===== src/rtl/plac_pkg.sv =====
// Shared types, codes and constant tables of the Phong light accumulator.
package plac_pkg;

	localparam int CFG_IDX_W = 3;
	localparam int CFG_DATA_W = 32;

	localparam logic [CFG_IDX_W-1:0] CFG_CAMERA_X = 3'd0;
	localparam logic [CFG_IDX_W-1:0] CFG_CAMERA_Y = 3'd1;
	localparam logic [CFG_IDX_W-1:0] CFG_CAMERA_Z = 3'd2;
	localparam logic [CFG_IDX_W-1:0] CFG_DIFFUSE = 3'd3;
	localparam logic [CFG_IDX_W-1:0] CFG_SPECULAR = 3'd4;
	localparam logic [CFG_IDX_W-1:0] CFG_SHININESS = 3'd5;
	localparam logic [CFG_IDX_W-1:0] CFG_AMBIENT = 3'd6;
	localparam logic [CFG_IDX_W-1:0] CFG_MATERIAL = 3'd7;

	// vector being normalised
	localparam logic [1:0] NSEL_L = 2'd0;
	localparam logic [1:0] NSEL_V = 2'd1;
	localparam logic [1:0] NSEL_R = 2'd2;

	typedef struct packed {
		logic [31:0] hit_x;
		logic [31:0] hit_y;
		logic [31:0] hit_z;
		logic [15:0] normal_x;
		logic [15:0] normal_y;
		logic [15:0] normal_z;
		logic [31:0] light_x;
		logic [31:0] light_y;
		logic [31:0] light_z;
		logic        occluded;
		logic        last_light;
	} in_item_t;

	typedef struct packed {
		logic       load;
		logic       norm_start;
		logic [1:0] norm_sel;
		logic       dot_nl;
		logic       dot_vr;
		logic       rvec;
		logic [1:0] idx;
		logic       pow_start;
		logic       acc;
		logic       emit;
	} cmd_t;

	typedef struct packed {
		logic norm_done;
		logic pow_done;
		logic shadow;
		logic last;
		logic out_free;
	} sts_t;

	// Q30 roots of one half: entry i is 2^(-1/2^(i+1))
	typedef logic [15:0][30:0] root_tab_t;

	function automatic root_tab_t calc_roots();
		logic [63:0] c;
		logic [63:0] v;
		logic [63:0] r;
		logic [63:0] b;
		root_tab_t t;
		c = 64'd1 << 29;
		t = '0;
		for (int i = 0; i < 16; i++) begin
			v = c << 30;
			r = '0;
			b = 64'd1 << 62;
			while (b > v) b = b >> 2;
			while (b != 64'd0) begin
				if (v >= r + b) begin
					v = v - (r + b);
					r = (r >> 1) + b;
				end else begin
					r = r >> 1;
				end
				b = b >> 2;
			end
			c = r;
			t[i] = c[30:0];
		end
		return t;
	endfunction

	localparam root_tab_t POW_ROOTS = calc_roots();

endpackage


===== src/rtl/plac_ctrl.sv =====
// Controller: sequences the per-light steps and the result hand-off.
module plac_ctrl (
	input  logic           clk,
	input  logic           arst_n,
	input  logic           in_valid,
	output logic           in_ready,
	output plac_pkg::cmd_t cmd,
	input  plac_pkg::sts_t sts
);

	localparam logic [3:0] C_IDLE = 4'd0;
	localparam logic [3:0] C_CHECK = 4'd1;
	localparam logic [3:0] C_NORM_L = 4'd2;
	localparam logic [3:0] C_WAIT_L = 4'd3;
	localparam logic [3:0] C_NORM_V = 4'd4;
	localparam logic [3:0] C_WAIT_V = 4'd5;
	localparam logic [3:0] C_DOT_NL = 4'd6;
	localparam logic [3:0] C_RVEC = 4'd7;
	localparam logic [3:0] C_NORM_R = 4'd8;
	localparam logic [3:0] C_WAIT_R = 4'd9;
	localparam logic [3:0] C_DOT_VR = 4'd10;
	localparam logic [3:0] C_POW = 4'd11;
	localparam logic [3:0] C_WAIT_P = 4'd12;
	localparam logic [3:0] C_ACC = 4'd13;
	localparam logic [3:0] C_FINISH = 4'd14;

	logic [3:0] state_q;
	logic [3:0] state_nx;
	logic [1:0] idx_q;
	logic [1:0] idx_nx;

	assign in_ready = (state_q == C_IDLE);

	always_comb begin
		state_nx = state_q;
		idx_nx = idx_q;
		cmd = '0;
		cmd.idx = idx_q;
		case (state_q)
			C_IDLE: begin
				cmd.load = in_valid;
				if (in_valid) state_nx = C_CHECK;
			end
			C_CHECK: state_nx = sts.shadow ? C_FINISH : C_NORM_L;
			C_NORM_L: begin
				cmd.norm_start = 1'b1;
				cmd.norm_sel = plac_pkg::NSEL_L;
				state_nx = C_WAIT_L;
			end
			C_WAIT_L: begin
				cmd.norm_sel = plac_pkg::NSEL_L;
				if (sts.norm_done) state_nx = C_NORM_V;
			end
			C_NORM_V: begin
				cmd.norm_start = 1'b1;
				cmd.norm_sel = plac_pkg::NSEL_V;
				state_nx = C_WAIT_V;
			end
			C_WAIT_V: begin
				cmd.norm_sel = plac_pkg::NSEL_V;
				if (sts.norm_done) begin
					state_nx = C_DOT_NL;
					idx_nx = '0;
				end
			end
			C_DOT_NL: begin
				cmd.dot_nl = 1'b1;
				idx_nx = idx_q + 2'd1;
				if (idx_q == 2'd2) begin
					state_nx = C_RVEC;
					idx_nx = '0;
				end
			end
			C_RVEC: begin
				cmd.rvec = 1'b1;
				idx_nx = idx_q + 2'd1;
				if (idx_q == 2'd2) begin
					state_nx = C_NORM_R;
					idx_nx = '0;
				end
			end
			C_NORM_R: begin
				cmd.norm_start = 1'b1;
				cmd.norm_sel = plac_pkg::NSEL_R;
				state_nx = C_WAIT_R;
			end
			C_WAIT_R: begin
				cmd.norm_sel = plac_pkg::NSEL_R;
				if (sts.norm_done) begin
					state_nx = C_DOT_VR;
					idx_nx = '0;
				end
			end
			C_DOT_VR: begin
				cmd.dot_vr = 1'b1;
				idx_nx = idx_q + 2'd1;
				if (idx_q == 2'd2) begin
					state_nx = C_POW;
					idx_nx = '0;
				end
			end
			C_POW: begin
				cmd.pow_start = 1'b1;
				state_nx = C_WAIT_P;
			end
			C_WAIT_P: if (sts.pow_done) state_nx = C_ACC;
			C_ACC: begin
				cmd.acc = 1'b1;
				state_nx = C_FINISH;
			end
			C_FINISH: begin
				// a result waits here only while the output register is still full
				if (!sts.last) begin
					state_nx = C_IDLE;
				end else if (sts.out_free) begin
					cmd.emit = 1'b1;
					state_nx = C_IDLE;
				end
			end
			default: state_nx = C_IDLE;
		endcase
	end

	always_ff @(posedge clk or negedge arst_n) begin
		if (!arst_n) begin
			state_q <= C_IDLE;
			idx_q <= '0;
		end else begin
			state_q <= state_nx;
			idx_q <= idx_nx;
		end
	end

endmodule


===== config.mk =====
export PLATFORM = sky130hd
export DESIGN_NAME = plac_ctrl
export DESIGN_NICKNAME = d
export VERILOG_FILES = /design/src/rtl/plac_pkg.sv /design/src/rtl/plac_ctrl.sv
export SDC_FILE = /design/constraint.sdc
export NUM_CORES = 1
export LEC_CHECK = 0
export ABC_AREA = 0
export BUFFER_PORTS_ARGS = -buffer_cell sky130_fd_sc_hd__buf_4
export CORE_AREA = 2 2 39 41
export CTS_CLUSTER_DIAMETER = 200
export DETAILED_ROUTE_END_ITERATION = 8
export DIE_AREA = 0 0 41 43
export PLACE_DENSITY = 0.72
export SKIP_LAST_GASP = 1
export SYNTH_ARGS = -nofsm -noshare
export SYNTH_HDL_FRONTEND = slang
export SYNTH_SLANG_ARGS = --single-unit

===== constraint.sdc =====
create_clock -name clk -period 4.2 [get_ports clk]
set_input_delay 0.84 -clock clk [delete_from_list [all_inputs] [get_ports clk]]
set_output_delay 0.84 -clock clk [all_outputs]
set_load 0.05 [all_outputs]

==> results of run 1 <==
[state kept, by name, indices dropped and copies added, names as in the netlist]
name and flops:
idx_q 2, state_q 4
[placed cells by master, fill, tap and decap left out, types with 2 or more instances in the layout]
cell and n:
buf_4 20, nor2_1 13, dfrtp_1 6, nand2b_1 4, nor2b_1 4, a21oi_1 3, clkbuf_4 3, nand2_1 2
and2b_1 2, nand3_1 2, and3b_1 2, o21ai_2 2, nand4_1 2, a211o_1 2, a22o_1 2, o211ai_1 2
[layout make-up]
| cell class | count | share of cell area |
|---|---|---|
| Clock buffer | 3 | 0.0306 |
| Inverter | 1 | 0.00510 |
| Multi-Input combinational cell | 59 | 0.529 |
| Sequential cell | 6 | 0.204 |
| Tap cell | 16 | 0.0272 |
| Timing Repair Buffer | 20 | 0.204 |
[power by group]
part | switching [mW] | internal (mW)
registers | 0.0856 | 0.0867
clock network | 0.0189 | 0.0322
logic | 0.280 | 0.189
[per-layer routing]
layer / part of all wire / vias to the layer above
met5: 0 / -
met4: 0 / 0
met3: 0.037 / 0
met2: 0.49 / 11
met1: 0.47 / 286
li1: - / 302
[stage by stage]
step | power, mW | util | area, um^2
5_1_grt | 0.749 | 0.532 | 736
4_1_cts | 0.693 | 0.532 | 736
2_1_floorplan | 0.539 | - | 571
6_report | 0.692 | 0.532 | 736
3_5_place_dp | 0.641 | 0.515 | 713
3_3_place_gp | 0.636 | 0.515 | 713
[worst max-delay path by stage]
stage / cells after the start / start / slack [ns] / endpoint
5_1_grt: 4 / state_q[1] / 1.72 / cmd[0]
3_3_place_gp: 4 / state_q[1] / 2.08 / cmd[0]
2_1_floorplan: 4 / state_q[1] / 0.61 / cmd[11]
6_report: 4 / state_q[1] / 1.81 / cmd[0]
4_1_cts: 4 / state_q[1] / 1.82 / cmd[0]
3_5_place_dp: 4 / state_q[1] / 2.08 / cmd[0]
[cells by family (layout without fill, tap and decap cells)]
group,Yosys count,after routing,share of synthesized area
AO/OA/AOI/OAI,19,19,0.265
XOR/XNOR,1,1,0.0154
buffers and inverters,6,24,0.0548
flip-flops,6,6,0.263
AND/OR/NAND/NOR,39,39,0.401
==> reports/results.tsv, run 1 <==
stage	metric	value	unit
outcome	status	finished, final reports clean	
route	dr.pass1.iters	4	
worst_setup_path	crit_chain	and2b_1 -> nand3_1 -> nor2_1 -> buf_4	
route	vias_per_cell	5.70	
grt	use_met3	0.0471	
clocking	clock_latency	0.24	ns
placement	dp_slack	2.08	ns
cells_and_area	synthToLayoutAreaGrowth	28.9	%
placement	dp.cells	102	
worst_setup_path	critPathKind	flip-flop to output pin	
floorplan	die_h	43	um
floorplan	coreArea	1380	um^2
synthesis	syn_nets	79	
route	drtAntennaViolNets	0	
clocking	clockRootBuffer	clkbuf_4	
route	routed_wire_length_per_instance	12.6	um
floorplan	start_util	0.412	
placement	gp_congestion	0.802	
floorplan	die-area	1760	um^2
synthesis	yosysUniqueCellTypes	34	
synthesis	synth_most_common_cell	nor2_1	
grt	grt_pass1_wl	2070	um
timing	clock_skew	0.000739	ns
grt	busiest_layer	met2	
grt	grt_pass1_vias	486	
worst_setup_path	timing.rr.end	state_q[2]	
route	drt-initial-drc-count	17	
worst_setup_path	slowest_stage	dfrtp_1	
cells_and_area	fin_cells	105	
grt	met1_usage	0.237	
pwr	cellPowerDensity	941	nW/um^2
synthesis	synth_area	571	um^2
worst_setup_path	critical_path_peak_fanout	19	
synthesis	synth_ff_type	dfrtp_1	
worst_setup_path	arrival	1.55	ns
timing	hold_violations	0	
synthesis	synth_commonest_cells	nor2_1, dfrtp_1, buf_2, nand2b_1, nor2b_1	
timing	rsz0062_at_grt	no	
synthesis	synth_top_area_frac	0.263	
pwr	p_leak	0.348	nW
timing	holdWs	0.397	ns
synthesis	synth_edf_count	0	
clocking	postCtsHoldBufs	0	
worst_setup_path	cp-start-kind	flip-flop	
placement	hpwlAfterDp	1020	um
synthesis	ys_seq_elements	6	
timing	setup_ws	1.81	ns
worst_setup_path	cp_top_family	flip-flops	
synthesis	async_flop_share	1.00	
synthesis	synth_area_leaders	dfrtp_1, nor2_1, nand2b_1	
clocking	cts_resized	0	
grt	grt_max_degree	20	
timing	timing.final.crit_share	0.569	
synthesis	syn_avg_cell_area	8.04	um^2
worst_setup_path	r2r_start	state_q[1]	
pwr	ir_drop	326	uV
placement	io_buffers	20	
timing	fin_tns_setup	0	ns
route	finalWirelength	1320	um
worst_setup_path	path_buf_inv	1	
clocking	clk_pin_slew	0.04	ns
synthesis	synth_area_leader_cell	dfrtp_1	
grt	antenna_found_initial	0	
grt	overflow	0	
clocking	cts_buffers	3	
clocking	clock_tree.buffer_depth	2	
cells_and_area	finalNetCount	99	
cells_and_area	fill_cells	139	
worst_setup_path	r2r.worst_path.cells	4	
worst_setup_path	required	3.36	ns
grt	grt_use_met2	0.259	
synthesis	ys_seq_area_frac	0.263	
timing	report.final.slew_viol_count	0	
floorplan	die_width	41	um
clocking	cts_setup_buffers	0	
timing	worst_slew_pin_slew	0.549	ns
cells_and_area	antenna_cells	0	
floorplan	io_pins	21	
timing	fin_crit	2.39	ns
timing	setup_viol	0	
synthesis	yosysWarningCount	0	
timing	timing.max_slew.rel_slack	0.634	
clocking	cts_tree	built	
route	drc	0	
worst_hold_path	hp-class	primary input to async pin	
grt	grtUsageTotal	0.169	
clocking	cts_sinks	6	
worst_setup_path	worstSetupEndpointType	output pin	
job	drv_cap	0	
cells_and_area	regArea	150	um^2
synthesis	synthCells	71	
timing	fmax	419	MHz
route	vias	599	
clocking	h-tree-depth	1	
worst_setup_path	rrSetupSlack	2.48	ns
cells_and_area	drive_above_1_share	0.326	
worst_setup_path	cpPeakStageDelay	0.68	ns
floorplan	num_rows	14	
cells_and_area	multi_input_area	389	um^2
(Power assumes the default switching activity.)
==> run 2: changes to the inputs <==
Settings changed: ABC_AREA 0 to 1, PLACE_DENSITY 0.72 to 0.75.
Clock period 4.2 ns to 2.4 ns, I/O delays scaled along.
==> run 2 against run 1 <==
  * Worst hold slack got worse by 0.36 ns
  * First-iteration DRC count fell by 47%
  * Clock skew barely moved
  * Utilization rose by 2.8 points
  * Power rose by 82%
  * Critical path type unchanged
  * Largest cell class unchanged
==> reports/results.tsv, run 2 <==
stage	metric	value	unit
clocking	cts_buffers	3	
synthesis	synth_commonest_cells	nand2_1, inv_1, nor2_1	
worst_setup_path	r2r.worst_path.cells	10	
synthesis	synth_top_area_frac	0.248	
synthesis	synth_most_common_cell	nand2_1	
synthesis	synth_area_leaders	dfrtp_1, nand2_1, nand3_1	
floorplan	die_width	41	um
clocking	clock_tree.buffer_depth	2	
pwr	switchingPower	0.759	mW
placement	hpwlAfterDp	1100	um
cells_and_area	regArea	150	um^2
route	drc	0	
timing	hold_violations	0	
worst_hold_path	hp-class	primary input to async pin	
synthesis	yosysUniqueCellTypes	18	
job	drv_cap	0	
cells_and_area	finalNetCount	129	
synthesis	synthCells	98	
clocking	clockRootBuffer	clkbuf_4	
clocking	h-tree-depth	1	
clocking	clk_pin_slew	0.04	ns
floorplan	num_rows	14	
timing	holdWs	0.0359	ns
pwr	intPower	0.500	mW
timing	timing.final.crit_share	0.818	
synthesis	syn_nets	106	
cells_and_area	largest_register	state_q	
worst_setup_path	required	1.92	ns
worst_setup_path	critPathKind	flip-flop to output pin	
cells_and_area	fill_cells	155	
cells_and_area	fin_cells	135	
synthesis	synth_area_leader_cell	dfrtp_1	
worst_setup_path	rrSetupSlack	1.06	ns
route	drtAntennaViolNets	0	
synthesis	ys_seq_area_frac	0.248	
timing	clock_skew	0.00113	ns
pwr	combPwrFrac	0.738	
timing	fin_crit	1.96	ns
route	vias	659	
cells_and_area	largest_register_ffs	4	
synthesis	async_flop_share	1.00	
pwr	cellPowerDensity	1630	nW/um^2
grt	grt_max_degree	10	
grt	grt_pass1_vias	539	
cells_and_area	synthToLayoutAreaGrowth	28.2	%
grt	grtUsageTotal	0.168	
grt	grt_pass1_wl	2020	um
worst_setup_path	timing.rr.end	state_q[1]	
cells_and_area	antenna_cells	0	
route	finalWirelength	1300	um
worst_setup_path	r2r_start	state_q[1]	
placement	dp.cells	132	
synthesis	yosysWarningCount	0	
timing	fin_tns_setup	0	ns
synthesis	synth_area	604	um^2
floorplan	die_h	43	um
route	drt-initial-drc-count	9	
outcome	status	finished, final reports clean	
route	vias_per_cell	4.88	
worst_setup_path	worstSetupEndpointType	output pin	
cells_and_area	multi_input_area	362	um^2
worst_setup_path	critical_path_peak_fanout	9	
timing	rsz0062_at_grt	no	
route	dr.pass1.iters	4	
cells_and_area	drive_above_1_share	0.353	
synthesis	syn_avg_cell_area	6.17	um^2
grt	overflow	0	
worst_setup_path	crit_chain	inv_4 -> nor2_2 -> inv_1 -> o21ai_0 -> buf_4	
synthesis	ys_seq_elements	6	
clocking	cts_setup_buffers	0	
timing	timing.max_slew.rel_slack	0.768	
clocking	postCtsHoldBufs	0	
route	routed_wire_length_per_instance	9.61	um
clocking	cts_tree	built	
worst_setup_path	cpPeakStageDelay	0.54	ns
worst_setup_path	slowest_stage	dfrtp_1	
timing	report.final.slew_viol_count	0	
placement	io_buffers	20	
clocking	cts_sinks	6	
timing	setup_viol	0	
cells_and_area	largestRegisters	state_q (4), idx_q (2)	
grt	antenna_found_initial	0	
cells_and_area	final_common_cell	nand2_1	
pwr	p_leak	0.454	nW
timing	worst_slew_pin_slew	0.348	ns
cells_and_area	layout_common_cells	nand2_1, buf_4, inv_1, nor2_1, nand3_1	
clocking	clock_latency	0.24	ns
worst_setup_path	arrival	1.48	ns
pwr	p_clk_frac	0.072	
worst_setup_path	cp-start-kind	flip-flop	
floorplan	coreArea	1380	um^2
pwr	ir_drop	628	uV
floorplan	io_pins	21	
synthesis	synth_ff_type	dfrtp_1	
floorplan	start_util	0.437	
pwr	p_seq_frac	0.190	
placement	gp_congestion	0.908	
synthesis	synth_edf_count	0	
floorplan	die-area	1760	um^2
clocking	cts_resized	0	
pwr	swShare	0.603	
timing	fmax	509	MHz
run 2: power groups by stage:
stage	clock [mW]	combinational (mW)	sequential, mW
6_report	0.0907	0.929	0.240
4_1_cts	0.0952	0.934	0.240
5_1_grt	0.102	1.02	0.254
3_3_place_gp	0	0.932	0.238
2_1_floorplan	0	0.737	0.249
3_5_place_dp	0	0.932	0.242
run 2: stage by stage:
| stage | power [mW] | utilization | setup WS [ns] | instance area [um^2] |
|---|---|---|---|---|
| after floorplan | 0.986 | - | 0.132 | 604 |
| after CTS | 1.27 | 0.560 | 0.428 | 774 |
| after detailed placement | 1.17 | 0.543 | 0.692 | 752 |
| after global routing | 1.37 | 0.560 | 0.308 | 774 |
| after global placement | 1.17 | 0.543 | 0.733 | 752 |
| final | 1.26 | 0.560 | 0.437 | 774 |
run 2: worst max-delay path: cells and delay by family (launching register included):
kind,cells,cell delay [ns]
AOI/OAI and AO/OA,1,0.15
buffers and inverters,3,0.37
DFF,1,0.54
and+or+nand+nor,1,0.17
run 2: area by class of cell:
class,instances,area share
Multi-Input combinational cell,72,0.467
Tap cell,16,0.0258
Clock buffer,3,0.0291
Timing Repair Buffer,20,0.194
Sequential cell,6,0.194
Inverter,18,0.0905
run 2: how the worst max path moves through the flow:
stage,slack (ns),start,cells after the start,endpoint
after global placement,0.73,state_q[1],5,cmd[10]
after floorplan,0.13,state_q[1],5,cmd[10]
final,0.44,state_q[1],5,cmd[10]
after detailed placement,0.69,state_q[1],5,cmd[10]
after global routing,0.31,state_q[1],5,cmd[10]
after CTS,0.43,state_q[1],5,cmd[10]
run 2: kinds of logic (layout without fill, tap and decap cells):
logic type | Yosys count | count (layout) | share of synthesized area
AND/OR/NAND/NOR | 66 | 66 | 0.545
buffers and inverters | 20 | 41 | 0.153
AO/OA/AOI/OAI | 6 | 6 | 0.0538
flip-flops | 6 | 6 | 0.248
run 2: per-layer routing:
layer | global-route usage | vias up | part of all wire
met2 | 0.253 | 15 | 0.47
met5 | 0 | - | 0
met4 | 0.0400 | 0 | 0
met3 | 0.0471 | 0 | 0.052
met1 | 0.230 | 302 | 0.47
li1 | - | 342 | -
